### src/hw/rtl/periodic_task_tick_scheduler_defines.svh
// ----------------------------------------------------------------------------
// Periodic task tick scheduler: assertion macros
// Shared shorthand for the concurrent checks in the scheduler RTL.
// ----------------------------------------------------------------------------
`ifndef PERIODIC_TASK_TICK_SCHEDULER_DEFINES_SVH
`define PERIODIC_TASK_TICK_SCHEDULER_DEFINES_SVH

// Same-cycle implication, checked out of reset.
`define PTTS_ASSERT_IMP(lbl, ante, cons, msg) \
  lbl: assert property (@(posedge clk) disable iff (!rst_n) (ante) |-> (cons)) \
    else $error(msg);

// Next-cycle implication, checked out of reset.
`define PTTS_ASSERT_NXT(lbl, ante, cons, msg) \
  lbl: assert property (@(posedge clk) disable iff (!rst_n) (ante) |=> (cons)) \
    else $error(msg);

`endif

### src/hw/rtl/ptts_pkg.sv
// ----------------------------------------------------------------------------
// Periodic task tick scheduler package
// Sizes, codes and record types shared by the scheduler modules.
// ----------------------------------------------------------------------------
`default_nettype none

package ptts_pkg;

  // Table geometry.
  localparam int NUM_SLOTS   = 8;
  localparam int COUNT_WIDTH = 16;
  localparam int SLOT_W      = (NUM_SLOTS > 1) ? $clog2(NUM_SLOTS) : 1;
  localparam logic [SLOT_W-1:0] LAST_SLOT = SLOT_W'(NUM_SLOTS - 1);

  // Field widths of the stream words.
  localparam int MODE_W    = 3;
  localparam int TSLOT_W   = 3;
  localparam int PERIOD_W  = 16;
  localparam int DELAY_W   = 8;
  localparam int MASK_W    = 8;
  localparam int IN_DATA_W = 32;

  // Item kinds carried on the input tuser.
  typedef enum logic [MODE_W-1:0] {
    MODE_TICK    = 3'd0,
    MODE_CREATE  = 3'd1,
    MODE_DELETE  = 3'd2,
    MODE_SUSPEND = 3'd3,
    MODE_RESUME  = 3'd4
  } mode_t;

  // Sequencer states.
  typedef enum logic [1:0] {
    ST_IDLE,
    ST_CMD,
    ST_TICK,
    ST_DONE
  } state_t;

  // One slot record as kept in the table memory.
  typedef struct packed {
    logic [PERIOD_W-1:0]    period;
    logic                   ready;
    logic [COUNT_WIDTH-1:0] countdown;
  } slot_entry_t;

  // Write request into the table.
  typedef struct packed {
    logic              en;
    logic [SLOT_W-1:0] addr;
    slot_entry_t       entry;
  } tbl_wr_t;

endpackage

`default_nettype wire

### src/hw/rtl/periodic_task_tick_scheduler.sv
// ----------------------------------------------------------------------------
// Periodic task tick scheduler
// Table of periodic task slots with create, delete, suspend, resume and tick.
// ----------------------------------------------------------------------------
// Usage:
//   The input stream carries one word per item; in_tuser selects the kind
//   (tick, create, delete, suspend, resume) and in_tdata carries the slot,
//   period, start-ready flag and first delay. Only a tick produces a word on
//   the output stream: the mask of the slots that fired on it.
//   A create, delete, suspend or resume is accepted, then the slot record
//   gets one read-modify-write. Unused kinds are accepted and dropped.
//   A tick sweeps the slot table one slot per cycle through the single read
//   and write port of the table memory; the fired mask then moves into the
//   output register and becomes the result word.
//   The block holds one item at a time and raises in_tready only when idle.
//   The result sits in an output register; commands are still taken while
//   it waits, but the next tick finishes only once that register is free.
//   Reset (rst_n low, synchronous) empties the table: every slot inactive,
//   not ready, countdown zero. No clearing pass is needed after reset.
// ----------------------------------------------------------------------------
`default_nettype none
`include "periodic_task_tick_scheduler_defines.svh"

module periodic_task_tick_scheduler (
  input  wire logic                           clk,
  input  wire logic                           rst_n,
  input  wire logic                           in_tvalid,
  output logic                                in_tready,
  // tdata: task_slot[2:0], period_ticks[18:3], start_ready[19],
  //        first_delay[27:20], zero[31:28]
  input  wire logic [ptts_pkg::IN_DATA_W-1:0] in_tdata,
  // tuser: mode[2:0]
  input  wire logic [ptts_pkg::MODE_W-1:0]    in_tuser,
  output logic                                out_tvalid,
  input  wire logic                           out_tready,
  // tdata: fired_mask[7:0]
  output logic [ptts_pkg::MASK_W-1:0]         out_tdata
);
  import ptts_pkg::*;

  // Input word fields.
  mode_t                in_mode;
  logic [TSLOT_W-1:0]   in_slot;
  logic [PERIOD_W-1:0]  in_period;
  logic                 in_ready_flag;
  logic [DELAY_W-1:0]   in_delay;
  logic                 in_range;
  logic                 in_acc;

  // Control state.
  state_t               state_r, state_nxt;
  logic [SLOT_W-1:0]    idx_r;
  logic                 out_tvalid_r;
  logic                 out_free;

  // Command and result payload.
  mode_t                cmd_mode_r;
  logic [SLOT_W-1:0]    cmd_slot_r;
  logic                 cmd_ok_r;
  logic [PERIOD_W-1:0]  cmd_period_r;
  logic                 cmd_ready_r;
  logic [DELAY_W-1:0]   cmd_delay_r;
  logic [MASK_W-1:0]    mask_r, mask_nxt;
  logic [MASK_W-1:0]    out_data_r;

  // Table access.
  tbl_wr_t              wr;
  logic [SLOT_W-1:0]    rd_addr;
  slot_entry_t          rd_entry;

  // Tick datapath.
  logic                   slot_active;
  logic [COUNT_WIDTH-1:0] cnt_dec;
  logic                   slot_fire;
  logic [COUNT_WIDTH-1:0] cnt_new;

  assign in_mode       = mode_t'(in_tuser);
  assign in_slot       = in_tdata[2:0];
  assign in_period     = in_tdata[18:3];
  assign in_ready_flag = in_tdata[19];
  assign in_delay      = in_tdata[27:20];
  assign in_range      = (7'(in_slot) < 7'(NUM_SLOTS));
  assign in_acc        = in_tvalid && in_tready;
  assign out_free      = !out_tvalid_r || out_tready;

  ptts_slot_table u_table (
    .clk      (clk),
    .rst_n    (rst_n),
    .wr       (wr),
    .rd_addr  (rd_addr),
    .rd_entry (rd_entry)
  );

  // Per-slot tick update from the record just read.
  assign slot_active = (rd_entry.period != '0) && rd_entry.ready;
  assign cnt_dec     = rd_entry.countdown - 1'b1;
  assign slot_fire   = slot_active && (cnt_dec == '0);
  assign cnt_new     = slot_fire ? COUNT_WIDTH'(rd_entry.period) : cnt_dec;

  // Fired mask accumulation; slots beyond the mask width are not shown.
  always_comb begin
    mask_nxt = mask_r;
    for (int b = 0; b < MASK_W; b++) begin
      if (slot_fire && (32'(idx_r) == 32'(b))) begin
        mask_nxt[b] = 1'b1;
      end
    end
  end

  // Next-state logic.
  always_comb begin
    state_nxt = state_r;
    case (state_r)
      ST_IDLE: begin
        if (in_acc) begin
          case (in_mode)
            MODE_TICK:    state_nxt = ST_TICK;
            MODE_CREATE,
            MODE_DELETE,
            MODE_SUSPEND,
            MODE_RESUME:  state_nxt = ST_CMD;
            default:      state_nxt = ST_IDLE;
          endcase
        end
      end
      ST_CMD: begin
        state_nxt = ST_IDLE;
      end
      ST_TICK: begin
        if (idx_r == LAST_SLOT) begin
          state_nxt = ST_DONE;
        end
      end
      ST_DONE: begin
        if (out_free) begin
          state_nxt = ST_IDLE;
        end
      end
      default: begin
        state_nxt = ST_IDLE;
      end
    endcase
  end

  // Output logic: handshake, table read address and write request.
  always_comb begin
    in_tready      = 1'b0;
    rd_addr        = '0;
    wr.en          = 1'b0;
    wr.addr        = idx_r;
    wr.entry       = rd_entry;
    case (state_r)
      ST_IDLE: begin
        in_tready = 1'b1;
        if (in_mode != MODE_TICK && in_range) begin
          rd_addr = SLOT_W'(in_slot);
        end
      end
      ST_CMD: begin
        wr.en   = cmd_ok_r;
        wr.addr = cmd_slot_r;
        case (cmd_mode_r)
          MODE_CREATE: begin
            wr.entry.period    = cmd_period_r;
            wr.entry.ready     = cmd_ready_r;
            wr.entry.countdown = COUNT_WIDTH'(cmd_delay_r);
          end
          MODE_DELETE:  wr.entry.period = '0;
          MODE_SUSPEND: wr.entry.ready  = 1'b0;
          MODE_RESUME:  wr.entry.ready  = 1'b1;
          default:      wr.en           = 1'b0;
        endcase
      end
      ST_TICK: begin
        // Read the next slot while the current one is written back.
        rd_addr            = (idx_r == LAST_SLOT) ? idx_r : idx_r + 1'b1;
        wr.en              = slot_active;
        wr.addr            = idx_r;
        wr.entry.countdown = cnt_new;
      end
      default: begin
        in_tready = 1'b0;
      end
    endcase
  end

  // Control registers.
  always_ff @(posedge clk) begin
    if (!rst_n) begin
      state_r      <= ST_IDLE;
      idx_r        <= '0;
      out_tvalid_r <= 1'b0;
    end else begin
      state_r <= state_nxt;
      if (state_r == ST_IDLE) begin
        idx_r <= '0;
      end else if (state_r == ST_TICK && idx_r != LAST_SLOT) begin
        idx_r <= idx_r + 1'b1;
      end
      if (state_r == ST_DONE && out_free) begin
        out_tvalid_r <= 1'b1;
      end else if (out_tready) begin
        out_tvalid_r <= 1'b0;
      end
    end
  end

  // Payload registers.
  always_ff @(posedge clk) begin
    if (in_acc) begin
      cmd_mode_r   <= in_mode;
      cmd_slot_r   <= SLOT_W'(in_slot);
      cmd_ok_r     <= in_range;
      cmd_period_r <= in_period;
      cmd_ready_r  <= in_ready_flag;
      cmd_delay_r  <= in_delay;
    end
    if (in_acc && in_mode == MODE_TICK) begin
      mask_r <= '0;
    end else if (state_r == ST_TICK) begin
      mask_r <= mask_nxt;
    end
    if (state_r == ST_DONE && out_free) begin
      out_data_r <= mask_r;
    end
  end

  assign out_tvalid = out_tvalid_r;
  assign out_tdata  = out_data_r;

  // Checks on the sequencer and the table access pattern.
  `PTTS_ASSERT_NXT(a_tick_starts_at_slot0, in_acc && in_mode == MODE_TICK, state_r == ST_TICK && idx_r == '0, "tick sweep did not start at slot zero")
  `PTTS_ASSERT_NXT(a_sweep_ends, state_r == ST_TICK && idx_r == LAST_SLOT, state_r == ST_DONE, "tick sweep did not end after the last slot")
  `PTTS_ASSERT_IMP(a_no_rw_overlap, state_r == ST_TICK && idx_r != LAST_SLOT, rd_addr != wr.addr, "tick reads the slot being written")
  `PTTS_ASSERT_IMP(a_ready_only_idle, in_tready, state_r == ST_IDLE && !wr.en, "input taken while the table is busy")

endmodule

`default_nettype wire

### src/hw/rtl/ptts_slot_table.sv
// ----------------------------------------------------------------------------
// Slot table
// One-port-write, one-port-read synchronous memory of slot records with
// per-entry valid bits, so an entry never written reads as all zeros.
// ----------------------------------------------------------------------------
`default_nettype none

module ptts_slot_table (
  input  wire logic                        clk,
  input  wire logic                        rst_n,
  input  wire ptts_pkg::tbl_wr_t           wr,
  input  wire logic [ptts_pkg::SLOT_W-1:0] rd_addr,
  output ptts_pkg::slot_entry_t            rd_entry
);
  import ptts_pkg::*;

  slot_entry_t           mem_r [NUM_SLOTS];
  slot_entry_t           rd_data_r;
  logic [NUM_SLOTS-1:0]  valid_r;
  logic                  rd_vld_r;

  // Record storage and registered read port.
  always_ff @(posedge clk) begin
    if (wr.en) begin
      mem_r[wr.addr] <= wr.entry;
    end
    rd_data_r <= mem_r[rd_addr];
  end

  // Valid bits: reset marks every slot as holding the all-zero record.
  always_ff @(posedge clk) begin
    if (!rst_n) begin
      valid_r  <= '0;
      rd_vld_r <= 1'b0;
    end else begin
      if (wr.en) begin
        valid_r[wr.addr] <= 1'b1;
      end
      rd_vld_r <= valid_r[rd_addr];
    end
  end

  // An entry not yet written reads as the reset record.
  assign rd_entry = rd_vld_r ? rd_data_r : '0;

endmodule

`default_nettype wire

### config.mk
export PLATFORM = sky130hd
export DESIGN_NAME = periodic_task_tick_scheduler
export DESIGN_NICKNAME = d
export VERILOG_FILES = /design/src/hw/rtl/ptts_pkg.sv /design/src/hw/rtl/periodic_task_tick_scheduler.sv /design/src/hw/rtl/ptts_slot_table.sv
export VERILOG_INCLUDE_DIRS = /design/src /design/src/hw/rtl
export SDC_FILE = /design/constraint.sdc
export NUM_CORES = 1
export LEC_CHECK = 0
export BUFFER_PORTS_ARGS = -buffer_cell sky130_fd_sc_hd__clkbuf_2
export CAP_MARGIN = 0
export CORE_MARGIN = 10
export CORE_UTILIZATION = 37
export CTS_CLUSTER_SIZE = 40
export DETAILED_ROUTE_END_ITERATION = 8
export PLACE_DENSITY = 0.58
export SLEW_MARGIN = 0
export SYNTH_ARGS = -nofsm -noshare
export SYNTH_HDL_FRONTEND = slang
export SYNTH_SLANG_ARGS = --single-unit
### constraint.sdc
create_clock -name clk -period 8.1 [get_ports clk]
set_input_delay 0.405 -clock clk [delete_from_list [all_inputs] [get_ports clk]]
set_output_delay 0.405 -clock clk [all_outputs]
set_load 0.03 [all_outputs]
# Word level (Yosys, flattened, before mapping)
# Memory sizes are Yosys's and may differ from the RTL's. A register that Yosys moved wholly into a read port is not among the register bits.
# Index checks and enable logic that the tools add are counted.
[op_classes]
n_addsub = 2
n_mul = 0
n_div = 0
order_cmp = 3
eq_ne = 22
n_shift = 0
n_mux = 26
bitwise_logic = 2
n_reduce_logical = 36
[ops]
columns = ["operator", "n"]
rows = [
  ["$pmux W16 S2", 2],
  ["$mux W33", 1],
  ["$mux W16", 2],
  ["$eq A3 B2 Y1 const B", 6],
  ["$eq A3 B3 Y1 const B", 6],
  ["$mux W17", 1],
  ["$logic_not A16 Y1", 1],
  ["$reduce_and A2 Y1", 8],
  ["$reduce_bool A16 Y1", 1],
  ["$sub A16 B1 Y16 const B", 1],
  ["$logic_and A1 B1 Y1", 15],
  ["$eq A3 B1 Y1 const B", 3],
  ["$lt A3 B4 Y1 const B", 2],
  ["$mux W1", 8],
  ["$or A8 B8 Y8", 1],
  ["$pmux W2 S4", 1],
  ["$pmux W4 S2", 1],
  ["$reduce_or A4 Y1", 2],
  ["$logic_not A3 Y1", 2],
  ["$mux W2", 3],
  ["$mux W3", 2],
  ["$ne A2 B2 Y1 const B", 3],
  ["$pmux W3 S2", 1],
  ["$eq A2 B2 Y1 const B", 2],
  ["other kinds (16)", 16],
]
[word_totals]
reg_bits = 62
latchBits = 0
mem_bits_rw = 264
rom_bits = 0
input_bits = 39
out_inout_bits = 10
elab_cells = 111
mem_count = 1
[memory_table]
columns = ["name", "depth", "width", "read_ports", "rd_clocked_by_memory_dff", "write_ports", "line", "text"]
rows = [
  ["u_table.mem_r", 8, 33, 1, 1, 1, "ptts_slot_table.sv:17", "slot_entry_t mem_r [NUM_SLOTS];"],
]

# Logic depth before layout (Yosys ltp)
# Gate-level depths: netlist of the first run.
[depth]
ltp_word = 9
mapped_depth = 13
mapped_depth_nobuf = 9

# Cells and area by module
# A second synthesis of the first run with hierarchy kept.
[unflattened]
cells_unflattened = 809
area_unflattened_um2 = 14460.1
[by_module_without_submodules]
columns = ["mod", "n_inst", "cells_per_inst", "area_each_um2", "seq_area_each_um2"]
rows = [
  ["ptts_slot_table", 1, 490, 11222.0, 8768.4],
  ["periodic_task_tick_scheduler", 1, 319, 3238.1, 1451.4],
]

# Worst setup path before layout of the first run
# Ideal clock, no wire load.
[synth_timing]
path_type = "register -> register"
start = "register state_r[0]"
end = "memory u_table.mem_r[6][0] (netlist name) (enable)"
setup_ns = 0.425
t_arrival_ns = 2.893
required_ns = 7.675
setup_slack_ns = 4.783
path_stages_with_launch = 9
path_buffers = 2
period_less_slack_ns = 3.317
cell_sequence = "dfxtp_1 > inv_1 > ha_1 > clkbuf_1 > clkbuf_1 > nand2b_1 > a32o_1 > nand2_1 > nor2_1"
[synth_between]
elab_chain_len = 4
word_cells_on_any_way = 5
cone_classes = "eq/ne: 2; mux: 3"
[synth_rtl]
columns = ["element", "line", "text"]
rows = [
  ["from (decl)", "periodic_task_tick_scheduler.sv:51", "state_t state_r, state_nxt;"],
  ["from (signal assigned)", "periodic_task_tick_scheduler.sv:194", "state_r <= state_nxt;"],
  ["$eq A2 B2 Y1 or $eq A2 B1 Y1 (tied branches)", "periodic_task_tick_scheduler.sv:152", "case (state_r)"],
  ["$pmux W4 S2 (*)", "periodic_task_tick_scheduler.sv:152", ""],
  ["$mux W1", "ptts_slot_table.sv:24", "if (wr.en) begin"],
  ["$mux W1 (not written as such)", "ptts_slot_table.sv:25", "mem_r[wr.addr] <= wr.entry;"],
  ["to (decl)", "ptts_slot_table.sv:17", ""],
]
# Every way passes the cells marked *; elsewhere a longest branch is shown, timed or not.

==> results of run 1 <==
worst max-delay path, stage by stage (launching register included):
cell and delay (ns):
dfxtp_1 0.31, buf_4 0.32, nand2_1 0.14, ha_1 0.45, xnor2_1 0.23, nand4_1 0.11
nor3b_1 0.29, nand4_1 0.16, nor4_2 0.48, buf_4 0.27, a21oi_1 0.09, o21ai_0 0.62
cell families after synthesis:
| kind of cell | Yosys count | share of synthesized area [%] |
|---|---|---|
| flops | 359 | 70.5 |
| xor+xnor | 11 | 0.665 |
| fa+ha+maj | 14 | 1.21 |
| simple gates | 601 | 18.3 |
| buf+inv | 87 | 2.33 |
| mux | 1 | 0.0777 |
| compound gates | 150 | 6.93 |
stage by stage:
step / utilization (%) / cell area, sq um
2_1_floorplan: - / 14500
3_3_place_gp: 39.7 / 15400
3_5_place_dp: 39.7 / 15400
4_1_cts: 42.9 / 16600
5_1_grt: 42.9 / 16600
6_report: 42.9 / 16600
power by group:
part / total, mW / switching [mW] / internal [mW]
registers: 2.56 / 0.210 / 2.35
logic: 1.67 / 1.17 / 0.498
clock network: 1.69 / 0.713 / 0.972
path summary, 6_finish.rpt:
check	startpoint	end	slack, ns	cells after the start
worst min-delay path	in_tdata[11]	cmd_period_r[8]	0.03	1
worst min register to register	mask_r[3]	out_tdata[3]	0.43	0
worst max register to register	u_table.rd_vld_r	u_table.mem_r[5][10]	4.33	11
worst max-delay path	u_table.rd_vld_r	u_table.mem_r[5][10]	4.33	11
metal layers:
| metal | vias to the layer above | GRT usage [%] |
|---|---|---|
| li1 | 4479 | - |
| met1 | 4593 | 20.0 |
| met2 | 261 | 21.9 |
| met5 | - | 0 |
| met4 | 0 | 4.67 |
| met3 | 61 | 3.38 |
cell usage after synthesis, drive strengths merged, types with 4 or more instances:
| cell | number |
|---|---|
| dfxtp | 56 |
| a22oi | 4 |
| nor4 | 8 |
| nand3 | 175 |
| clkbuf | 67 |
| nand4 | 8 |
| nor2b | 9 |
| inv | 12 |
| xnor2 | 6 |
| a32o | 6 |
| a22o | 16 |
| o21ai | 58 |
| nand2 | 342 |
| a21oi | 21 |
| a32oi | 10 |
| a31oi | 4 |
| edfxtp | 303 |
| o21a | 9 |
| a221o | 6 |
| nor2 | 25 |
| and2 | 7 |
| xor2 | 5 |
| buf | 8 |
| nor3 | 9 |
| nand2b | 5 |
| ha | 14 |
flip-flops by register name, summed over array words and instances, names as in the netlist:
signal	count
u_table.mem_r	264
u_table.rd_data_r	33
cmd_period_r	16
cmd_delay_r	8
mask_r	8
out_tdata	8
u_table.valid_r	8
cmd_mode_r	3
cmd_slot_r	3
idx_r	3
state_r	2
cmd_ready_r	1
out_tvalid	1
u_table.rd_vld_r	1
placed cells by master (no fill, tap or decap), types with 4 or more instances in the layout:
| master | instances |
|---|---|
| nand2_1 | 342 |
| edfxtp_1 | 303 |
| nand3_1 | 174 |
| dfxtp_1 | 56 |
| o21ai_0 | 50 |
| clkbuf_2 | 44 |
| clkbuf_16 | 39 |
| a21oi_1 | 21 |
| buf_4 | 19 |
| nor2_1 | 17 |
| a22o_1 | 16 |
| ha_1 | 14 |
| inv_1 | 12 |
| clkbuf_1 | 10 |
| nor2b_1 | 9 |
| o21a_1 | 9 |
| nand4_1 | 8 |
| nor2_4 | 8 |
| o21ai_1 | 8 |
| nor3_1 | 7 |
| a32oi_1 | 7 |
| and2_1 | 6 |
| nor4_1 | 6 |
| xnor2_1 | 6 |
| a221o_1 | 6 |
| nand2b_1 | 5 |
| xor2_1 | 5 |
| clkinv_2 | 5 |
| a31oi_1 | 4 |
| a32o_1 | 4 |
| a22oi_1 | 4 |
layout make-up:
| class | count | area (sq um) |
|---|---|---|
| Multi-Input combinational cell | 777 | 4080 |
| Timing Repair Buffer | 63 | 363 |
| Fill cell | 3563 | 22100 |
| Inverter | 12 | 45.0 |
| Clock buffer | 50 | 1030 |
| Sequential cell | 359 | 10200 |
| Tap cell | 518 | 648 |
| Clock inverter | 19 | 185 |
==> run_results.csv, run 1 <==
group,metric,value,unit
flow_run,maxCapViolations,0,
cts,postCtsResizedCells,0,
cts,clk_pin_slew,0.06,ns
floorplan,dieArea,0.0475,sq mm
final_layout,diodes,0,
outcome,status,"complete, no violations",
yosys,syn_area,0.0145,sq mm
drt,vias,9394,
yosys,synth_edf_count,303,
critical_path,path_class,"reg2reg",
sta,relSlewSlack,12.1,%
global_routing,gr-total-overflow,0,
yosys,ys.flop_type,"edfxtp_1",
drt,routed_wl,34700,um
sta,finalHoldViolCount,0,
sta,max_freq,265,MHz
drt,drc,0,
global_routing,antenna_found_initial,0,
global_routing,grt.total_usage,14.4,%
yosys,synthesis.nets,1276,
floorplan,dieHeight,218,um
cts,htreeDepth,2,
yosys,async_flop_share,0,%
drt,dr.max_layer_used,"met4",
sta,tns,0,ns
drt,initialDrtViolationCount,762,
final_layout,drive_above_1_share,11.0,%
drt,ant_nets,0,
drt,wl_met3,2200,um
cts,cts_buffer_depth,3,
sta,finalClockSkew,0.0130,ns
global_routing,grt_max_degree,69,
power,finalPower,5.91,mW
cts,cts_buffers,38,
drt,wl_met1,16200,um
yosys,syn_area_per_cell,11.8,sq um
sta,slew_violations,0,
floorplan,ios,49,
cts,worst_skew_pair.late_latency,0.54,ns
final_layout,nets,1304,
yosys,synthCells,1223,
final_layout,syn2layout_area_growth,14.4,%
drt,post_drt_wl_per_cell,19.3,um
critical_path,endpoint_kind,"flip-flop",
final_layout,fin_cells,1798,
drt,via_per_inst,5.22,
place,hpwlAfterDp,19200,um
global_routing,first_global_vias,8982,
yosys,yosys_register_bits,359,
drt,firstDrtPassIters,5,
floorplan,start_util,37.5,%
sta,fin_crit,3.77,ns
sta,setup_viol,0,
sta,holdWs,0.0345,ns
floorplan,die_w,218,um
critical_path,cp.arrival,4.00,ns
sta,setup_slack,4.33,ns
critical_path,crit_fanout,33,
cts,numClockSinks,359,
yosys,ys_seq_area_share,70.5,%
sta,timing.final.crit_share,46.6,%
place,dp_cells,1729,
floorplan,row_count,72,
yosys,synth_top_area_cell,"edfxtp_1",
power,power_leakage,5.85,nW
global_routing,grt_pass1_wl,53300,um
sta,rsz0062_at_grt,"no",
power,peakVddDrop,0.185,mV
place,pre_cts_slack,4.39,ns
power,p_per_area,357,mW/mm^2
yosys,yosysTopAreaCellShare,62.8,%
drt,dr_wl_met2,15500,um
cts,cts_hold_buf,0,
yosys,ys_types,52,
place,port_buffers,44,
yosys,netlist_top_cells_area,"edfxtp_1 63%, nand2_1 8.9%, dfxtp_1 7.7%, nand3_1 6.0%, o21ai_0 1.7%",
critical_path,required,8.33,ns
cts,cts_root_buffer,"clkbuf_16",
yosys,yosysWarnings,0,
cts,cts_setup_buffers,0,
critical_path,critical_path.startpoint_type,"flip-flop",
min_path,hold_class,"in2reg",
floorplan,coreArea,0.0386,sq mm
cts,cts_tree,"done",
place,gp_congestion,0.855,
sta,worst_slew_pin_slew,1.30,ns
No activity file was read; power rests on OpenSTA's default activity.
==> run 2, diff against run 1 <==
- clock period: 8.1 -> 3.65 ns (I/O delays scaled with it)
==> run 2 against run 1 <==
Net effect: clock power increased by 120%; combinational power increased by 140%; highest routed layer unchanged; critical path depth decreased by 2; die area unchanged; maximum frequency increased by 15%; clock-buffer cell count increased by 8; first-iteration DRC count increased by 5.4%; largest cell class unchanged; final cell count increased by 2.6%; critical path type unchanged; utilization increased by 1.5 points; setup slack got worse by 3.9 ns; sequential share of layout area decreased by 2.1 points.
==> run_results.csv, run 2 (synthesis results as in run 1) <==
group,metric,value,unit
outcome,status,"complete, no violations",
cts,htreeDepth,2,
critical_path,cp.arrival,3.60,ns
final_layout,final_cell_mix,"342 x nand2_1, 303 x edfxtp_1, 174 x nand3_1, 56 x dfxtp_1, 50 x o21ai_0",
drt,wl_met1,16300,um
final_layout,fill_cells,3470,
place,port_buffers,44,
final_layout,syn2layout_area_growth,18.4,%
global_routing,grt_pass1_wl,54400,um
global_routing,antenna_found_initial,1,
floorplan,coreArea,0.0386,sq mm
place,pre_cts_slack,0.492,ns
drt,initialDrtViolationCount,803,
floorplan,dieArea,0.0475,sq mm
drt,routed_wl,35100,um
global_routing,gr-total-overflow,0,
final_layout,nets,1351,
sta,slew_violations,0,
cts,worst_skew_pair.late_latency,0.54,ns
cts,postCtsResizedCells,0,
critical_path,required,3.98,ns
cts,cts_buffer_depth,3,
floorplan,start_util,37.5,%
final_layout,largest_reg_flops,264,
critical_path,worstRegToRegCells,9,
power,peakVddDrop,0.491,mV
critical_path,path_class,"reg2reg",
sta,fin_crit,3.27,ns
sta,finalClockSkew,0.0187,ns
sta,timing.final.crit_share,89.6,%
floorplan,dieHeight,218,um
cts,clk_pin_slew,0.06,ns
sta,max_freq,306,MHz
power,p_per_area,776,mW/mm^2
sta,tns,0,ns
sta,setup_slack,0.381,ns
drt,firstDrtPassIters,5,
sta,finalHoldViolCount,0,
cts,numClockSinks,359,
final_layout,drive_above_1_share,11.5,%
sta,rsz0062_at_grt,"no",
cts,cts_tree,"done",
min_path,hold_class,"in2reg",
floorplan,die_w,218,um
drt,drc,0,
critical_path,critical_path.startpoint_type,"flip-flop",
cts,cts_root_buffer,"clkbuf_16",
final_layout,diodes,0,
drt,ant_nets,0,
flow_run,maxCapViolations,0,
place,placed_area,0.0156,sq mm
drt,dr_wl_met2,16200,um
cts,cts_buffers,37,
final_layout,fin_util,44.4,%
power,power_leakage,6.11,nW
global_routing,first_global_vias,9390,
final_layout,multiInputGateArea,0.00408,sq mm
floorplan,ios,49,
critical_path,endpoint_kind,"flip-flop",
global_routing,grt_max_degree,52,
final_layout,register_area,0.0102,sq mm
drt,wl_met3,1830,um
floorplan,row_count,72,
place,hpwlAfterDp,20200,um
sta,relSlewSlack,21.9,%
drt,via_per_inst,5.23,
final_layout,top_register,"u_table.mem_r",
sta,setup_viol,0,
final_layout,final_area,0.0172,sq mm
power,finalPower,13.3,mW
final_layout,reg_top3,"u_table.mem_r x264, u_table.rd_data_r x33, cmd_period_r x16",
drt,vias,9636,
min_path,hold_depth,2,
critical_path,crit_fanout,17,
final_layout,final_common_cell,"nand2_1",
place,gp_congestion,0.911,
drt,dr.max_layer_used,"met4",
sta,worst_slew_pin_slew,1.17,ns
global_routing,grt.total_usage,14.6,%
drt,post_drt_wl_per_cell,19.0,um
-- run 2: changes by cell type in the layout (fill, tap and decap cells not counted), sizes merged --
cell and change:
bufinv -1, clkinvlp -2, clkinv -4, buf +16, dlygate4sd3 +32, clkbuf +8
inv -3
-- run 2: metal layers --
layer  GRT usage (%)  vias up
li1                -     4572
met1            20.1     4776
met2            23.0      241
met3            2.65       47
met4            4.67        0
met5               0        -
-- run 2: timing repair --
| item | in CTS | in global routing |
|---|---|---|
| buffers inserted | 0 | 0 |
| hold endpoints to repair | 32 | 0 |
| hold buffers | 32 | 0 |
-- run 2: cell type report --
| cell class | count | area share, % |
|---|---|---|
| clock inverter | 9 | 0.569 |
| sequential | 359 | 59.6 |
| tap | 518 | 3.78 |
| inverter | 12 | 0.263 |
| clock buffer | 58 | 6.46 |
| timing repair buffer | 111 | 5.56 |
| multi-input combinational | 777 | 23.8 |
-- run 2: worst paths after layout --
check | from | end | slack (ns)
max | u_table.rd_data_r[1] | u_table.mem_r[4][14] | 0.38
max reg2reg | u_table.rd_data_r[1] | u_table.mem_r[4][14] | 0.38
min reg2reg | mask_r[6] | out_tdata[6] | 0.43
min | rst_n | u_table.valid_r[2] | 0.05
-- run 2: worst max-delay path, cell delays in order, from the launching register on --
cell	delay, ns
dfxtp_1	0.35
nand2_1	0.11
ha_1	0.57
xnor2_1	0.19
nand4_1	0.12
nor3b_1	0.33
nand4_1	0.16
nor4_2	0.38
and2_1	0.45
a221o_1	0.40
-- run 2: report_power, final --
part | internal (mW) | total (mW) | switching, mW
sequential | 5.21 | 5.67 | 0.461
combinational | 1.29 | 3.93 | 2.64
clock | 2.18 | 3.70 | 1.53
-- run 2: through the flow --
step / instances / hold WS [ns]
6_report: 1844 / 0.0456
5_1_grt: 1844 / 0.0652
4_1_cts: 1844 / 0.0378
3_5_place_dp: 1745 / 0.361
3_3_place_gp: 1745 / 0.359
2_1_floorplan: 1223 / 0.281
==> run 3, diff against run 2 <==
- ABC_AREA: default -> 1
- CAP_MARGIN: 0 -> 10
==> run 3 against run 2 <==
Net effect: first-iteration DRC count increased by 8.1%; synthesized cell count increased by 15%; sequential share of layout area decreased by 2.2 points; wire length increased by 2.7%; clock power increased by 4%; final cell count increased by 11%; design area increased by 3.8%; critical path type unchanged; highest routed layer unchanged.
==> run_results.csv, run 3 <==
group,metric,value,unit
cts,htreeDepth,2,
yosys,yosys_register_bits,359,
floorplan,coreArea,0.0408,sq mm
final_layout,largest_reg_flops,264,
sta,setup_viol,0,
sta,finalHoldViolCount,0,
yosys,synthesis.nets,1465,
yosys,synth_edf_count,303,
critical_path,critical_path.startpoint_type,"flip-flop",
drt,drc,0,
global_routing,grt_max_degree,65,
min_path,holdCritStartpoint,"rst_n",
cts,cts_buffer_depth,3,
drt,routed_wl,36000,um
yosys,ys.flop_type,"edfxtp_1",
cts,worst_skew_pair.late_latency,0.54,ns
min_path,hold_class,"in2reg",
drt,initialDrtViolationCount,868,
floorplan,die_w,223,um
sta,fin_crit,3.10,ns
cts,cts_root_buffer,"clkbuf_16",
cts,cts_setup_buffers,0,
yosys,yosys-top-cells-count,"303 x edfxtp_1, 242 x nand2_1, 208 x inv_1",
sta,max_freq,323,MHz
cts,numClockSinks,359,
critical_path,crit_fanout,17,
drt,firstDrtPassIters,5,
sta,finalClockSkew,0.0223,ns
global_routing,grt_pass1_wl,56000,um
sta,timing.final.crit_share,84.9,%
cts,clk_pin_slew,0.06,ns
yosys,ys_seq_area_share,66.8,%
sta,relSlewSlack,27.8,%
yosys,synthCells,1412,
critical_path,worstSetupStartpoint,"u_table.rd_vld_r",
outcome,status,"complete, no violations",
floorplan,row_count,74,
place,hpwlAfterDp,21100,um
drt,vias,10200,
final_layout,drive_above_1_share,10.8,%
critical_path,path_class,"reg2reg",
yosys,yosysTopAreaCellShare,59.5,%
place,dp_cells,1952,
place,gp_congestion,0.901,
power,finalPower,13.9,mW
final_layout,reg_top3,"u_table.mem_r x264, u_table.rd_data_r x33, cmd_period_r x16",
yosys,yosysWarnings,0,
sta,slew_violations,0,
flow_run,maxCapViolations,0,
critical_path,worstRegToRegCells,12,
cts,cts_tree,"done",
critical_path,worstReg2RegStart,"u_table.rd_vld_r",
yosys,syn_area_per_cell,10.8,sq um
power,peakVddDrop,0.532,mV
sta,tns,0,ns
drt,post_drt_wl_per_cell,17.5,um
floorplan,dieArea,0.0499,sq mm
final_layout,fin_cells,2054,
power,p_per_area,778,mW/mm^2
critical_path,endpoint_kind,"flip-flop",
yosys,synth_top_area_cell,"edfxtp_1",
global_routing,grt_use_met3,2.28,%
final_layout,top_register,"u_table.mem_r",
yosys,netlist_top_cells_area,"edfxtp_1 60%, dfxtp_1 7.3%, nand2_1 5.9%, inv_1 5.1%, o21ai_0 4.5%",
global_routing,grt.total_usage,14.1,%
global_routing,met2_usage,24.0,%
place,pre_cts_slack,0.599,ns
global_routing,antenna_found_initial,0,
drt,ant_nets,0,
critical_path,required,3.86,ns
cts,cts_buffers,39,
yosys,async_flop_share,0,%
floorplan,start_util,37.4,%
final_layout,fill_cells,3768,
yosys,syn_area,0.0153,sq mm
floorplan,ios,49,
place,placed_area,0.0162,sq mm
global_routing,grt.busiest_layer,"met2",
final_layout,diodes,0,
global_routing,grt_util_met1,18.4,%
yosys,yosysMostFrequentCell,"edfxtp_1",
final_layout,final_area,0.0178,sq mm
final_layout,final_cell_mix,"303 x edfxtp_1, 242 x nand2_1, 199 x inv_1, 139 x o21ai_0, 99 x nand3_1",
sta,setup_slack,0.551,ns
floorplan,dieHeight,223,um
critical_path,cp.arrival,3.31,ns
sta,worst_slew_pin_slew,1.08,ns
power,power_leakage,6.89,nW
global_routing,first_global_vias,9795,
final_layout,syn2layout_area_growth,16.5,%
min_path,hold_depth,3,
final_layout,final_common_cell,"edfxtp_1",
yosys,ys_types,33,
final_layout,nets,1546,
drt,via_per_inst,4.96,
sta,rsz0062_at_grt,"no",
global_routing,gr-total-overflow,0,
place,port_buffers,44,
==> run 3: cell families (layout without fill, tap and decap cells) <==
| logic type | after synthesis | in the layout | synth area share [%] |
|---|---|---|---|
| AO/OA/AOI/OAI | 293 | 293 | 11.4 |
| adder cells (fa/ha/maj) | 14 | 14 | 1.15 |
| AND/OR/NAND/NOR | 463 | 463 | 13.0 |
| flip-flops | 359 | 359 | 66.8 |
| buffers and inverters | 280 | 390 | 7.36 |
| XOR/XNOR | 3 | 3 | 0.172 |
==> run 3: report_power, final <==
group	total [mW]	internal [mW]	switching, mW
registers	5.56	5.35	0.206
clock network	3.85	2.27	1.57
logic	4.45	1.31	3.14
==> run 3: repair_timing <==
item | in CTS | in global routing
hold endpoints to repair | 32 | 0
gates resized for setup | 0 | 0
hold buffers | 32 | 0
==> run 3: final cells by class <==
cell class	instances	area, sq um	share of cell area, %
clock inverters	18	180	1.01
clock buffers	52	1070	5.98
well taps	532	666	3.74
flip-flops and latches	359	10200	57.4
multi-input cells	773	3970	22.3
repair buffers	107	911	5.11
inverters	213	801	4.50
==> run 3: per-stage QoR <==
stage | hold slack, ns | util (%)
floorplan | 0.281 | -
global placement | 0.359 | 39.8
detailed placement | 0.361 | 39.8
CTS | 0.0883 | 43.6
global route | 0.118 | 43.6
finish | 0.105 | 43.6
==> run 3: worst max-delay path: stages (launching register included) <==
cell and delay (ns):
dfxtp_2 0.43, nand2_4 0.13, ha_1 0.23, nand2_1 0.13, nor2_4 0.21, nand4_1 0.14, xor2_1 0.41, nor2_8 0.11
nand3_4 0.20, clkinv_2 0.25, nand2_1 0.13, nand3_1 0.06, o21ai_0 0.33
==> run 3: path summary, 6_finish.rpt <==
| kind | slack, ns | to |
|---|---|---|
| worst max-delay path | 0.55 | u_table.mem_r[3][13] |
| worst min-delay path | 0.11 | u_table.valid_r[3] |
| worst min register to register | 0.43 | out_tdata[1] |
| worst max register to register | 0.55 | u_table.mem_r[3][13] |
==> run 3: routing by layer <==
metal,wire (um),vias to the layer above
met5,0,-
met4,623,0
met3,1810,47
met2,17400,216
met1,16200,4895
li1,-,5036
